<file path="src/rtl/iee_pkg.sv">
// Token, operator and error codes and sequencer types of the expression evaluator.
package iee_pkg;

    localparam logic [2:0] TOK_NUMBER   = 3'd0;
    localparam logic [2:0] TOK_OPERATOR = 3'd1;
    localparam logic [2:0] TOK_LPAREN   = 3'd2;
    localparam logic [2:0] TOK_RPAREN   = 3'd3;
    localparam logic [2:0] TOK_END      = 3'd4;

    localparam logic [2:0] OP_ADD   = 3'd0;
    localparam logic [2:0] OP_SUB   = 3'd1;
    localparam logic [2:0] OP_MUL   = 3'd2;
    localparam logic [2:0] OP_DIV   = 3'd3;
    localparam logic [2:0] OP_PAREN = 3'd4;

    localparam logic [2:0] ERR_NONE       = 3'd0;
    localparam logic [2:0] ERR_UNEXPECTED = 3'd1;
    localparam logic [2:0] ERR_UNMATCHED  = 3'd2;
    localparam logic [2:0] ERR_DIVZERO    = 3'd3;
    localparam logic [2:0] ERR_OVERFLOW   = 3'd4;
    localparam logic [2:0] ERR_INCOMPLETE = 3'd5;

    typedef enum logic [9:0] {
        S_IDLE    = 10'b00_0000_0001,
        S_POP_RD  = 10'b00_0000_0010,
        S_POP_CHK = 10'b00_0000_0100,
        S_AP_B    = 10'b00_0000_1000,
        S_AP_C    = 10'b00_0001_0000,
        S_DIV     = 10'b00_0010_0000,
        S_DFIX    = 10'b00_0100_0000,
        S_WB      = 10'b00_1000_0000,
        S_RES     = 10'b01_0000_0000,
        S_OUT     = 10'b10_0000_0000
    } t_state;

    typedef enum logic [1:0] {
        M_OPER = 2'd0,
        M_RPAR = 2'd1,
        M_END  = 2'd2
    } t_mode;

    function automatic logic stacks_above(input logic [2:0] top, input logic [1:0] incoming);
        logic hi;
        hi = ({1'b0, incoming} == OP_MUL) || ({1'b0, incoming} == OP_DIV);
        return (top == OP_PAREN) || (((top == OP_ADD) || (top == OP_SUB)) && hi);
    endfunction

endpackage

</file>
<file path="src/rtl/iee_ram.sv">
// Generic simple dual-port RAM with one write port and one registered read port.
module iee_ram #(
    parameter int WIDTH = 32,
    parameter int DEPTH = 64
) (
    input  logic                     i_clk,
    input  logic                     i_we,
    input  logic [$clog2(DEPTH)-1:0] i_waddr,
    input  logic [WIDTH-1:0]         i_wdata,
    input  logic [$clog2(DEPTH)-1:0] i_raddr,
    output logic [WIDTH-1:0]         o_rdata
);
    logic [WIDTH-1:0] r_mem [DEPTH];
    logic [WIDTH-1:0] r_rdata;

    always_ff @(posedge i_clk) begin
        if (i_we) begin
            r_mem[i_waddr] <= i_wdata;
        end
        r_rdata <= r_mem[i_raddr];
    end

    assign o_rdata = r_rdata;
endmodule

</file>
<file path="src/rtl/infix_expression_evaluator.sv">
// Top level of the shunting-yard infix expression evaluator.
// Each accepted word is one token; a result word (value and error code) appears only
// after the end token, and the block then clears itself. Numbers, left parentheses and
// tokens that find an error are handled in S_IDLE alone. An operator, right parenthesis
// or end token also pops operators from the stack: each pop passes S_POP_RD and
// S_POP_CHK, and each applied operator S_AP_B, S_AP_C and S_WB, with S_DIV and S_DFIX
// for divide, since one shared restoring divider produces one quotient bit per cycle.
// The end token then reads the result in S_RES and holds it in S_OUT until taken. Both
// stacks live in RAMs with registered reads; o_ready is low while a token is worked on.
module infix_expression_evaluator #(
    parameter int OPERATOR_DEPTH = 64,
    parameter int VALUE_DEPTH    = 64
) (
    input  logic        i_clk,
    input  logic        i_rst_n,
    input  logic        i_valid,
    output logic        o_ready,
    input  logic [2:0]  i_op,
    input  logic [30:0] i_number_value,
    input  logic [1:0]  i_sign_code,
    output logic        o_valid,
    input  logic        i_ready,
    output logic signed [31:0] o_result_value,
    output logic [2:0]  o_error_code
);
    import iee_pkg::*;

    localparam int OCW = $clog2(OPERATOR_DEPTH + 1);
    localparam int OAW = $clog2(OPERATOR_DEPTH);
    localparam int PW  = $clog2(OPERATOR_DEPTH + 2);
    localparam int VCW = $clog2(VALUE_DEPTH + 1);
    localparam int VAW = $clog2(VALUE_DEPTH);

    t_state r_state, n_state;
    t_mode  r_mode, n_mode;
    logic [OCW-1:0] r_otop, n_otop;
    logic [VCW-1:0] r_vtop, n_vtop;
    logic [PW-1:0]  r_open, n_open;
    logic           r_expect, n_expect;
    logic [2:0]     r_err, n_err;
    logic [1:0]     r_sign, n_sign;
    logic [2:0]     r_apop, n_apop;
    logic [31:0]    r_rhs, n_rhs;
    logic [31:0]    r_res, n_res;
    logic [31:0]    r_dq, n_dq;
    logic [31:0]    r_rem, n_rem;
    logic [31:0]    r_dvs, n_dvs;
    logic           r_dneg, n_dneg;
    logic [4:0]     r_cnt, n_cnt;

    logic           o_we, v_we;
    logic [OAW-1:0] o_waddr, o_raddr;
    logic [2:0]     o_wdata, o_rdata;
    logic [VAW-1:0] v_waddr, v_raddr;
    logic [31:0]    v_wdata, v_rdata;

    logic [32:0]    div_sh;
    logic           div_ge;
    logic [31:0]    lhs_abs, rhs_abs;

    iee_ram #(.WIDTH(3), .DEPTH(OPERATOR_DEPTH)) u_oram (
        .i_clk(i_clk), .i_we(o_we), .i_waddr(o_waddr), .i_wdata(o_wdata),
        .i_raddr(o_raddr), .o_rdata(o_rdata)
    );

    iee_ram #(.WIDTH(32), .DEPTH(VALUE_DEPTH)) u_vram (
        .i_clk(i_clk), .i_we(v_we), .i_waddr(v_waddr), .i_wdata(v_wdata),
        .i_raddr(v_raddr), .o_rdata(v_rdata)
    );

    assign o_raddr = OAW'(r_otop - OCW'(1));
    assign v_raddr = (r_state == S_AP_B) ? VAW'(r_vtop - VCW'(2)) : VAW'(r_vtop - VCW'(1));

    assign o_ready        = (r_state == S_IDLE);
    assign o_valid        = (r_state == S_OUT);
    assign o_result_value = (r_err == ERR_NONE) ? r_res : 32'sd0;
    assign o_error_code   = r_err;

    assign div_sh  = {r_rem, r_dq[31]};
    assign div_ge  = div_sh >= {1'b0, r_dvs};
    assign lhs_abs = v_rdata[31] ? (32'd0 - v_rdata) : v_rdata;
    assign rhs_abs = r_rhs[31] ? (32'd0 - r_rhs) : r_rhs;

    always_comb begin
        n_state  = r_state;
        n_mode   = r_mode;
        n_otop   = r_otop;
        n_vtop   = r_vtop;
        n_open   = r_open;
        n_expect = r_expect;
        n_err    = r_err;
        n_sign   = r_sign;
        n_apop   = r_apop;
        n_rhs    = r_rhs;
        n_res    = r_res;
        n_dq     = r_dq;
        n_rem    = r_rem;
        n_dvs    = r_dvs;
        n_dneg   = r_dneg;
        n_cnt    = r_cnt;
        o_we     = 1'b0;
        o_waddr  = OAW'(r_otop);
        o_wdata  = {1'b0, r_sign};
        v_we     = 1'b0;
        v_waddr  = VAW'(r_vtop);
        v_wdata  = {1'b0, i_number_value};

        unique case (r_state)
            S_IDLE: begin
                if (i_valid) begin
                    if (i_op == TOK_END) begin
                        if (r_err != ERR_NONE) begin
                            n_state = S_OUT;
                        end else if (!r_expect) begin
                            n_err   = ERR_INCOMPLETE;
                            n_state = S_OUT;
                        end else begin
                            n_mode  = M_END;
                            n_state = S_POP_RD;
                        end
                    end else if (r_err == ERR_NONE) begin
                        if (!r_expect) begin
                            if (i_op == TOK_NUMBER) begin
                                n_expect = 1'b1;
                                if (r_vtop >= VCW'(VALUE_DEPTH)) begin
                                    n_err = ERR_OVERFLOW;
                                end else begin
                                    v_we   = 1'b1;
                                    n_vtop = r_vtop + VCW'(1);
                                end
                            end else if (i_op == TOK_LPAREN) begin
                                n_open = r_open + PW'(1);
                                if (r_otop >= OCW'(OPERATOR_DEPTH)) begin
                                    n_err = ERR_OVERFLOW;
                                end else begin
                                    o_we    = 1'b1;
                                    o_wdata = OP_PAREN;
                                    n_otop  = r_otop + OCW'(1);
                                end
                            end else begin
                                n_err = ERR_UNEXPECTED;
                            end
                        end else begin
                            if (i_op == TOK_RPAREN) begin
                                if (r_open == '0) begin
                                    n_err = ERR_UNMATCHED;
                                end else begin
                                    n_open  = r_open - PW'(1);
                                    n_mode  = M_RPAR;
                                    n_state = S_POP_RD;
                                end
                            end else if (i_op == TOK_OPERATOR) begin
                                n_sign   = i_sign_code;
                                n_expect = 1'b0;
                                n_mode   = M_OPER;
                                n_state  = S_POP_RD;
                            end else begin
                                n_err = ERR_UNEXPECTED;
                            end
                        end
                    end
                end
            end
            S_POP_RD: begin
                if (r_otop == '0) begin
                    if (r_mode == M_OPER) begin
                        o_we    = 1'b1;
                        n_otop  = r_otop + OCW'(1);
                        n_state = S_IDLE;
                    end else if (r_mode == M_RPAR) begin
                        n_state = S_IDLE;
                    end else if (r_vtop != '0) begin
                        n_state = S_RES;
                    end else begin
                        n_err   = ERR_INCOMPLETE;
                        n_state = S_OUT;
                    end
                end else begin
                    n_state = S_POP_CHK;
                end
            end
            S_POP_CHK: begin
                n_apop = o_rdata;
                if (r_mode == M_OPER && stacks_above(o_rdata, r_sign)) begin
                    n_state = S_IDLE;
                    if (r_otop >= OCW'(OPERATOR_DEPTH)) begin
                        n_err = ERR_OVERFLOW;
                    end else begin
                        o_we   = 1'b1;
                        n_otop = r_otop + OCW'(1);
                    end
                end else begin
                    n_otop = r_otop - OCW'(1);
                    if (o_rdata == OP_PAREN) begin
                        n_state = (r_mode == M_END) ? S_POP_RD : S_IDLE;
                    end else if (r_vtop < VCW'(2)) begin
                        n_err   = ERR_INCOMPLETE;
                        n_state = (r_mode == M_END) ? S_OUT : S_IDLE;
                    end else begin
                        n_state = S_AP_B;
                    end
                end
            end
            S_AP_B: begin
                n_rhs   = v_rdata;
                n_state = S_AP_C;
            end
            S_AP_C: begin
                n_state = S_WB;
                case (r_apop)
                    OP_ADD: n_res = v_rdata + r_rhs;
                    OP_SUB: n_res = v_rdata - r_rhs;
                    OP_MUL: n_res = v_rdata * r_rhs;
                    default: begin
                        if (r_rhs == 32'd0) begin
                            n_err   = ERR_DIVZERO;
                            n_state = (r_mode == M_END) ? S_OUT : S_IDLE;
                        end else begin
                            n_dq    = lhs_abs;
                            n_dvs   = rhs_abs;
                            n_rem   = 32'd0;
                            n_cnt   = 5'd0;
                            n_dneg  = v_rdata[31] ^ r_rhs[31];
                            n_state = S_DIV;
                        end
                    end
                endcase
            end
            S_DIV: begin
                n_rem = div_ge ? 32'(div_sh - {1'b0, r_dvs}) : div_sh[31:0];
                n_dq  = {r_dq[30:0], div_ge};
                n_cnt = r_cnt + 5'd1;
                if (r_cnt == 5'd31) begin
                    n_state = S_DFIX;
                end
            end
            S_DFIX: begin
                n_res   = r_dneg ? (32'd0 - r_dq) : r_dq;
                n_state = S_WB;
            end
            S_WB: begin
                v_we    = 1'b1;
                v_waddr = VAW'(r_vtop - VCW'(2));
                v_wdata = r_res;
                n_vtop  = r_vtop - VCW'(1);
                n_state = S_POP_RD;
            end
            S_RES: begin
                n_res   = v_rdata;
                n_state = S_OUT;
            end
            S_OUT: begin
                if (i_ready) begin
                    n_state  = S_IDLE;
                    n_otop   = '0;
                    n_vtop   = '0;
                    n_open   = '0;
                    n_expect = 1'b0;
                    n_err    = ERR_NONE;
                end
            end
            default: n_state = S_IDLE;
        endcase
    end

    always_ff @(posedge i_clk) begin
        if (!i_rst_n) begin
            r_state  <= S_IDLE;
            r_mode   <= M_OPER;
            r_otop   <= '0;
            r_vtop   <= '0;
            r_open   <= '0;
            r_expect <= 1'b0;
            r_err    <= ERR_NONE;
            r_cnt    <= 5'd0;
        end else begin
            r_state  <= n_state;
            r_mode   <= n_mode;
            r_otop   <= n_otop;
            r_vtop   <= n_vtop;
            r_open   <= n_open;
            r_expect <= n_expect;
            r_err    <= n_err;
            r_cnt    <= n_cnt;
        end
        r_sign <= n_sign;
        r_apop <= n_apop;
        r_rhs  <= n_rhs;
        r_res  <= n_res;
        r_dq   <= n_dq;
        r_rem  <= n_rem;
        r_dvs  <= n_dvs;
        r_dneg <= n_dneg;
    end
endmodule
</file>
<file path="config.mk">
export PLATFORM = sky130hd
export DESIGN_NAME = infix_expression_evaluator
export DESIGN_NICKNAME = d
export VERILOG_FILES = /design/src/rtl/iee_pkg.sv /design/src/rtl/iee_ram.sv /design/src/rtl/infix_expression_evaluator.sv
export SDC_FILE = /design/constraint.sdc
export NUM_CORES = 2
export LEC_CHECK = 0
export BUFFER_PORTS_ARGS = -buffer_cell sky130_fd_sc_hd__clkbuf_2
export CAP_MARGIN = 40
export CORE_MARGIN = 10
export CORE_UTILIZATION = 50
export CTS_CLUSTER_DIAMETER = 100
export DETAILED_ROUTE_END_ITERATION = 16
export PLACE_DENSITY = 0.74
export SLEW_MARGIN = 5
export SYNTH_ARGS = -nofsm -noshare
export SYNTH_HDL_FRONTEND = slang
export SYNTH_HIERARCHICAL = 1
export SYNTH_SLANG_ARGS = --single-unit
</file>
<file path="constraint.sdc">
create_clock -name i_clk -period 10.65 [get_ports i_clk]
set_input_delay 2.13 -clock i_clk [delete_from_list [all_inputs] [get_ports i_clk]]
set_output_delay 2.13 -clock i_clk [all_outputs]
set_load 0.005 [all_outputs]
</file>
# After elaboration in Yosys (flattened, before gate mapping)
# Memories as Yosys holds them, arrays and structs flattened. A register that Yosys moved wholly into a read port is not among the register bits.
# Index checks and enable logic that the tools add are counted.
dict set report word_totals {
  rom_bits 0
  memories 2
  mem_bits_rw 2240
  wordCells 278
  reg_bits 208
  input_bits 40
  latchBits 0
  out_inout_bits 37
}
# name words width read_ports rd_clocked_by_memory_dff wr line
set memory_table {}
lappend memory_table {u_vram.r_mem 64 32 1 1 1 iee_ram.sv:13} ;# logic [WIDTH-1:0] r_mem [DEPTH];
lappend memory_table {u_oram.r_mem 64 3 1 1 1 iee_ram.sv:13}
dict set report op_classes {
  reduce_logical 35
  muxes 141
  n_eq_ne 59
  n_addsub 14
  order_cmp 4
  div 0
  bitwise 5
  multipliers 1
  shifts 0
}
# operator n
set ops {}
lappend ops {{$mux W32} 9}
lappend ops {{$mux W10} 21}
lappend ops {{$pmux W32 S3} 2}
lappend ops {{$mux W7} 25}
lappend ops {{$pmux W32 S2} 2}
lappend ops {{$pmux W10 S10} 1}
lappend ops {{$sub A1 B32 Y32 const A} 3}
lappend ops {{$mux W3} 31}
lappend ops {{$sub A32 B32 Y32} 2}
lappend ops {{$ge A33 B32 Y1} 1}
lappend ops {{$add A32 B32 Y32} 1}
lappend ops {{$logic_not A32 Y1} 1}
lappend ops {{$mul A32 B32 Y32} 1}
lappend ops {{$mux W31} 1}
lappend ops {{$ne A2 B2 Y1 const B} 15}
lappend ops {{$mux W1} 28}
lappend ops {{$pmux W7 S4} 1}
lappend ops {{$add A7 B1 Y7 const B} 3}
lappend ops {{$ne A3 B3 Y1 const B} 7}
lappend ops {{$pmux W7 S3} 1}
lappend ops {{$reduce_and A7 Y1} 3}
lappend ops {{$sub A7 B1 Y7 const B} 3}
lappend ops {{$mux W2} 9}
lappend ops {{$reduce_and A17 Y1} 1}
lappend ops {{53 further kinds} 87}

# Depth between registers and ports, before layout
dict set report logic_depth {
  word_depth 11
  depth_mapped 28
}

# By module
# Netlist, hierarchy kept.
# module n_inst seq_area_each_um2 area_per_inst_um2 cells_per_inst
set by_module_without_submodules {}
lappend by_module_without_submodules {{iee_ram at u_vram} 1 62139.6 79039.6 3511}
lappend by_module_without_submodules {infix_expression_evaluator 1 5825.6 31840.5 3682}
lappend by_module_without_submodules {{iee_ram at u_oram} 1 5825.6 7915.1 432}

# Worst setup path before layout
# Ideal clock, no wire load.
dict set report synth_path {
  kind {register to register}
  startpoint {register r_rhs[6]}
  endpoint {register r_res[30] (data pin)}
  t_required_ps 10373
  t_arrival_ps 7107
  setup_time_ps 277
  path_slack_ps 3267
  path_buffers 2
  path_stages_with_launch 27
  path_cell_list {edfxtp_1 clkbuf_1 clkbuf_1 and2_1 fa_1 fa_1 fa_1 inv_1 fa_1 inv_1 fa_1 inv_1 fa_1 inv_1 fa_1 fa_1 ha_1 and3_1 nor3b_1 a2111oi_0 o31ai_1 a21oi_1 o31a_1 o21ai_0 a31oi_1 xor2_1 o221ai_1}
}
dict set report synth_between {
  elab_chain_len 3
  word_cells_on_any_way 5
}
# item line
set synth_rtl {}
lappend synth_rtl {{start, declared} infix_expression_evaluator.sv:43} ;# logic [31:0] r_rhs, n_rhs;
lappend synth_rtl {{start signal, assigned} infix_expression_evaluator.sv:288} ;# r_rhs <= n_rhs;
lappend synth_rtl {{$mul A32 B32 Y32 (tied with other cells)} infix_expression_evaluator.sv:213} ;# OP_MUL: n_res = v_rdata * r_rhs;
lappend synth_rtl {{$pmux W32 S3 (*)} infix_expression_evaluator.sv:210} ;# case (r_apop)
lappend synth_rtl {{$pmux W32 S3 (*)} infix_expression_evaluator.sv:108} ;# unique case (r_state)
lappend synth_rtl {{named net n_res[30]} infix_expression_evaluator.sv:44} ;# logic [31:0] r_res, n_res;
lappend synth_rtl {{end signal, assigned} infix_expression_evaluator.sv:289} ;# r_res <= n_res;
lappend synth_rtl {{end, declared} infix_expression_evaluator.sv:44}
# Mark *: on every way through the listed nets, which the timed path passes. The rest lies on a longest branch.
# A chain may end at the register's enable or synchronous reset.

# Final worst setup path
dict set report layout_path {
  startpoint {register u_vram.r_rdata[14], in the netlist u_vram/o_rdata[14] (read register of u_vram.r_mem)}
  endpoint {register r_res[30] (data pin)}
}
dict set report layout_between {
  elab_chain_len 3
  word_cells_on_any_way 5
}
# item line
set layout_rtl {}
lappend layout_rtl {{start, declared} iee_ram.sv:14} ;# logic [WIDTH-1:0] r_rdata;
lappend layout_rtl {{$mul A32 B32 Y32 (tied with other cells)} infix_expression_evaluator.sv:213}
lappend layout_rtl {{$pmux W32 S3 (*)} infix_expression_evaluator.sv:210}
lappend layout_rtl {{$pmux W32 S3 (*)} infix_expression_evaluator.sv:108}
lappend layout_rtl {{named net n_res[30]} infix_expression_evaluator.sv:44}
# Marked as above.

==> results.rst <==
.. list-table::
   :header-rows: 1

   * - Metric
     - Value
   * - Final Instance Count excl. Fillers
     - 11100
   * - DR DRC count
     - 0
   * - Total via count after detailed routing
     - 70400
   * - TritonCTS clock tree
     - done
   * - Setup repair after global routing missed its margin
     - no
   * - Clock insertion delay at the later pin of the skew report
     - 0.93 ns
   * - Estimated wirelength of the detail-placed design
     - 205 mm
   * - Area added between synthesis and finish
     - 11.3%
   * - CP peak stage delay
     - 0.64 ns
   * - Measured slew at the worst slew-check pin
     - 0.983 ns
   * - Most used routing layer
     - met2
   * - Count of maximum capacitance violations
     - 0
   * - Multiplexer area fraction after synthesis
     - 11.2%
   * - Synth async-reset ratio
     - 0%
   * - Met3 layer usage reported by global route
     - 5.60%
   * - Setup slack of the critical path after layout
     - 2.53 ns
   * - Leakage power summed over all cells
     - 47.1 nW
   * - Routed WL per cell
     - 29.7 microns
   * - Via count of the first global-routing pass
     - 72100
   * - Fraction of power spent switching nets
     - 41.9%
   * - CP endpoint kind
     - flip-flop
   * - Largest net degree at the start of global routing
     - 114
   * - GR Overflow Total
     - 0
   * - Data arrival time of the critical path
     - 8.70 ns
   * - Clk network pwr share
     - 18.6%
   * - Global-route met1 utilization
     - 32.8%
   * - Power share of the sequential group
     - 23.4%
   * - Placement-stage worst setup slack
     - 2.66 ns
   * - Number of antenna violations at the first check in global routing
     - 37
   * - Top cells by instance count after synthesis
     - 2406 x edfxtp_1, 587 x nand2_1, 493 x mux4_2
   * - Met2 Resource Use GR
     - 40.4%
   * - CTS max path bufs
     - 3
   * - Cell mode on critical path
     - fa_1
   * - Maximum ir drop on the vdd rail
     - 1.67 mV
   * - Fraction of final layout cells with drive strength greater than 1
     - 17.2%
   * - Core footprint
     - 236000 sq um
   * - Synthesized-area fraction occupied by and/or/nand/nor cells
     - 7.02%
   * - Family of cells with the greatest summed delay on the critical path
     - adder cells
   * - Count of antenna-violating nets left after detailed routing
     - 0
   * - Floorplan die area
     - 257000 sq um
   * - Cell row count
     - 178
   * - Routed wire length
     - 331 mm
   * - Required time at the worst-slack endpoint
     - 11.23 ns
   * - Total Negative Setup Slacks
     - 0 ns
   * - TritonCTS buffer count
     - 241
   * - Comb power frac
     - 58.0%
   * - Combinational family with the most area after synthesis
     - multiplexers
   * - Cell with the most instances after synthesis
     - edfxtp_1
   * - Die span in x
     - 507 microns
   * - Cell types with the largest area share after synthesis
     - edfxtp_1 61%, mux4_2 9.3%, fa_1 6.9%
   * - Area share of the largest cell type after synthesis
     - 60.8%
   * - Classification of the worst setup path
     - reg2reg
   * - Clock transition at the registers of the reported paths
     - 0.07 ns
   * - Critical-path maximum fanout
     - 16
   * - Number of failing hold endpoints at the final stage
     - 0
   * - Critical path buffers and inverters
     - 3
   * - CTS H-tree lvls
     - 4
   * - Sequential-to-total area share from yosys stat
     - 62.1%
   * - Cell variety after synth
     - 86
   * - Post-synth net total
     - 8280
   * - Gate count of the mapped netlist
     - 7625
   * - Startpoint types
     - flip-flop
   * - # placed instances
     - 10700
   * - Global-route wire length before repair
     - 487 mm
   * - Mean cell area of the mapped netlist
     - 15.6 sq um
   * - Leading register cell type out of synthesis
     - edfxtp_1
   * - Gp weighted congestion
     - 0.949
   * - Share of the clock period used by the worst path after layout
     - 76.2%
   * - Global-route usage over all layers
     - 25.4%
   * - Die H
     - 507 microns
   * - First-pass detailed-route iteration total
     - 8
   * - Number of violations reported at the end of detailed-routing iteration 0
     - 9109
   * - Fraction of the mapped netlist area in compound gates
     - 5.25%
   * - Chain of cells forming the critical path
     - buf_4 > and2_1 > fa_1 > fa_1 > fa_1 > inv_1 > fa_1 > inv_1 > fa_1 > fa_1 > fa_1 > fa_1 > ha_1 > and3_1 > nor3b_1 > a2111oi_0 > o31ai_1 > a21oi_1 > o31a_1 > o21ai_0 > a31oi_1 > xor2_1 > o221ai_1
   * - Fmax
     - 123 MHz
   * - Cell with the largest stage delay on the worst path
     - dfxtp_1
   * - I/O Buffers
     - 76
   * - Minimum period implied by the final worst setup slack
     - 8.12 ns
   * - Synthesis-stage register bit count
     - 2483
   * - Result of the run
     - completed
   * - Total of endpoints with negative setup slack in the final report
     - 0
   * - Post-synthesis share of cell area spent on full adders, half adders and majority gates
     - 9.07%
   * - Netlist area before placement
     - 119000 sq um
   * - Total I/O pin count
     - 77
   * - Total chip power
     - 46.7 mW
   * - Ratio of total power to cell area
     - 354 nW/um^2
   * - Xor and xnor fraction of the mapped netlist area
     - 1.93%
   * - Initial standard-cell utilization of the core
     - 50.4%
   * - Worst min path class
     - reg2reg
   * - P_int
     - 27.2 mW
   * - Net total in the final layout
     - 8421
   * - Switching Power
     - 19.6 mW
   * - Number of synthesis warnings
     - 6
   * - Max-slew headroom at the worst pin
     - 34.5%
   * - Clock tree root buffer cell
     - clkbuf_16
   * - Clock skew after layout
     - 0.118 ns
   * - Cells resized by post-CTS repair
     - 0
   * - Post CTS Setup Buffer Count
     - 0
   * - Number of flops mapped to enable cells by yosys
     - 2406
   * - CTS hold repair buffers
     - 0
   * - Number of max-slew violations in the final report
     - 0
   * - Cell type with the largest total area after synthesis
     - edfxtp_1
   * - Clock sink total
     - 2483
   * - Via-per-instance ratio
     - 6.31
-- flip-flops by register name (all words and copies together), names as in the netlist, 3 cells and up --
register,flops
o_error_code,3
r_apop,3
r_cnt,5
r_dq,32
r_dvs,32
r_open,7
r_otop,7
r_rem,32
r_res,32
r_rhs,32
r_state,10
r_vtop,7
u_oram/o_rdata,3
u_oram/r_mem,192
u_vram/o_rdata,32
u_vram/r_mem,2048
-- worst paths after layout --
check / startpoint / end / slack [ns] / cells past startpoint
setup reg to reg: u_vram/o_rdata[14] / r_res[30] / 2.53 / 23
setup / recovery: u_vram/o_rdata[14] / r_res[30] / 2.53 / 23
hold reg to reg: r_cnt[4] / r_cnt[4] / 0.49 / 2
hold / removal: r_cnt[4] / r_cnt[4] / 0.49 / 2
-- metrics by stage --
stage | area (sq um) | utilization, % | hold slack, ns
5_1_grt | 132000 | 56.0 | 0.527
3_5_place_dp | 124000 | 52.6 | 0.478
2_1_floorplan | 119000 | - | 0.406
6_report | 132000 | 56.0 | 0.492
3_3_place_gp | 123000 | 52.3 | 0.459
4_1_cts | 132000 | 56.0 | 0.486
-- power groups by stage --
| stage | logic, mW | registers (mW) | clock network, mW |
|---|---|---|---|
| floorplan | 19.8 | 11.1 | 0 |
| global placement | 26.4 | 11.1 | 0 |
| global route | 29.3 | 10.9 | 9.15 |
| detailed placement | 26.5 | 11.1 | 0 |
| finish | 27.1 | 10.9 | 8.69 |
| CTS | 26.9 | 10.9 | 8.77 |
-- layout by cell type, fill, tap and decap left out, types with 52 or more instances in the layout --
cell / synthesis / layout
fa_1: 411 / 411
clkinv_2: 0 / 52
a21oi_1: 154 / 151
a22oi_1: 148 / 148
clkinv_1: 1 / 60
xnor2_1: 149 / 146
mux4_2: 493 / 493
and2_1: 337 / 334
edfxtp_1: 2406 / 2406
nor2_1: 325 / 258
clkbuf_16: 0 / 243
nand2_1: 587 / 555
ha_1: 204 / 204
clkbuf_2: 1 / 76
nand3_1: 96 / 96
buf_4: 29 / 230
xor2_1: 111 / 108
o21ai_0: 193 / 191
nor2_4: 0 / 66
mux2i_1: 220 / 219
dfxtp_1: 77 / 77
o22ai_1: 59 / 59
nor3_1: 64 / 63
inv_1: 465 / 464
-- worst register-to-register path, cell delays in order, from the launching register on --
cell       delay, ns
dfxtp_1         0.64
buf_4           0.34
and2_1          0.20
fa_1            0.43
fa_1            0.51
fa_1            0.53
inv_1           0.05
fa_1            0.48
inv_1           0.06
fa_1            0.48
fa_1            0.61
fa_1            0.47
fa_1            0.46
ha_1            0.37
and3_1          0.24
nor3b_1         0.14
a2111oi_0       0.38
o31ai_1         0.15
a21oi_1         0.32
o31a_1          0.25
o21ai_0         0.20
a31oi_1         0.24
xor2_1          0.16
o221ai_1        0.12
-- per-layer routing --
layer  vias up  wire length (microns)
li1      28900                      -
met1     36200                 120000
met2      4316                 157000
met3       851                  34200
met4        18                  20000
met5         -                    145
-- kinds of logic (layout without fill, tap and decap cells) --
family | count (synthesis) | in the layout
flip-flops | 2483 | 2483
buffers and inverters | 914 | 1270
multiplexers | 717 | 717
adder cells (fa/ha/maj) | 615 | 615
AND/OR/NAND/NOR | 1706 | 1706
XOR/XNOR | 261 | 261
other | 0 | 17
AO/OA/AOI/OAI | 929 | 929
-- cell type report --
type | count | area (sq um)
Antenna cell | 17 | 42.5
Clock buffer | 290 | 6280
Clock inverter | 168 | 1810
Fill cell | 17700 | 104000
Inverter | 466 | 1750
Multi-Input combinational cell | 4228 | 41800
Sequential cell | 2483 | 73800
Tap cell | 3150 | 3940
Timing Repair Buffer | 346 | 2810
(Power assumes the default switching activity.)
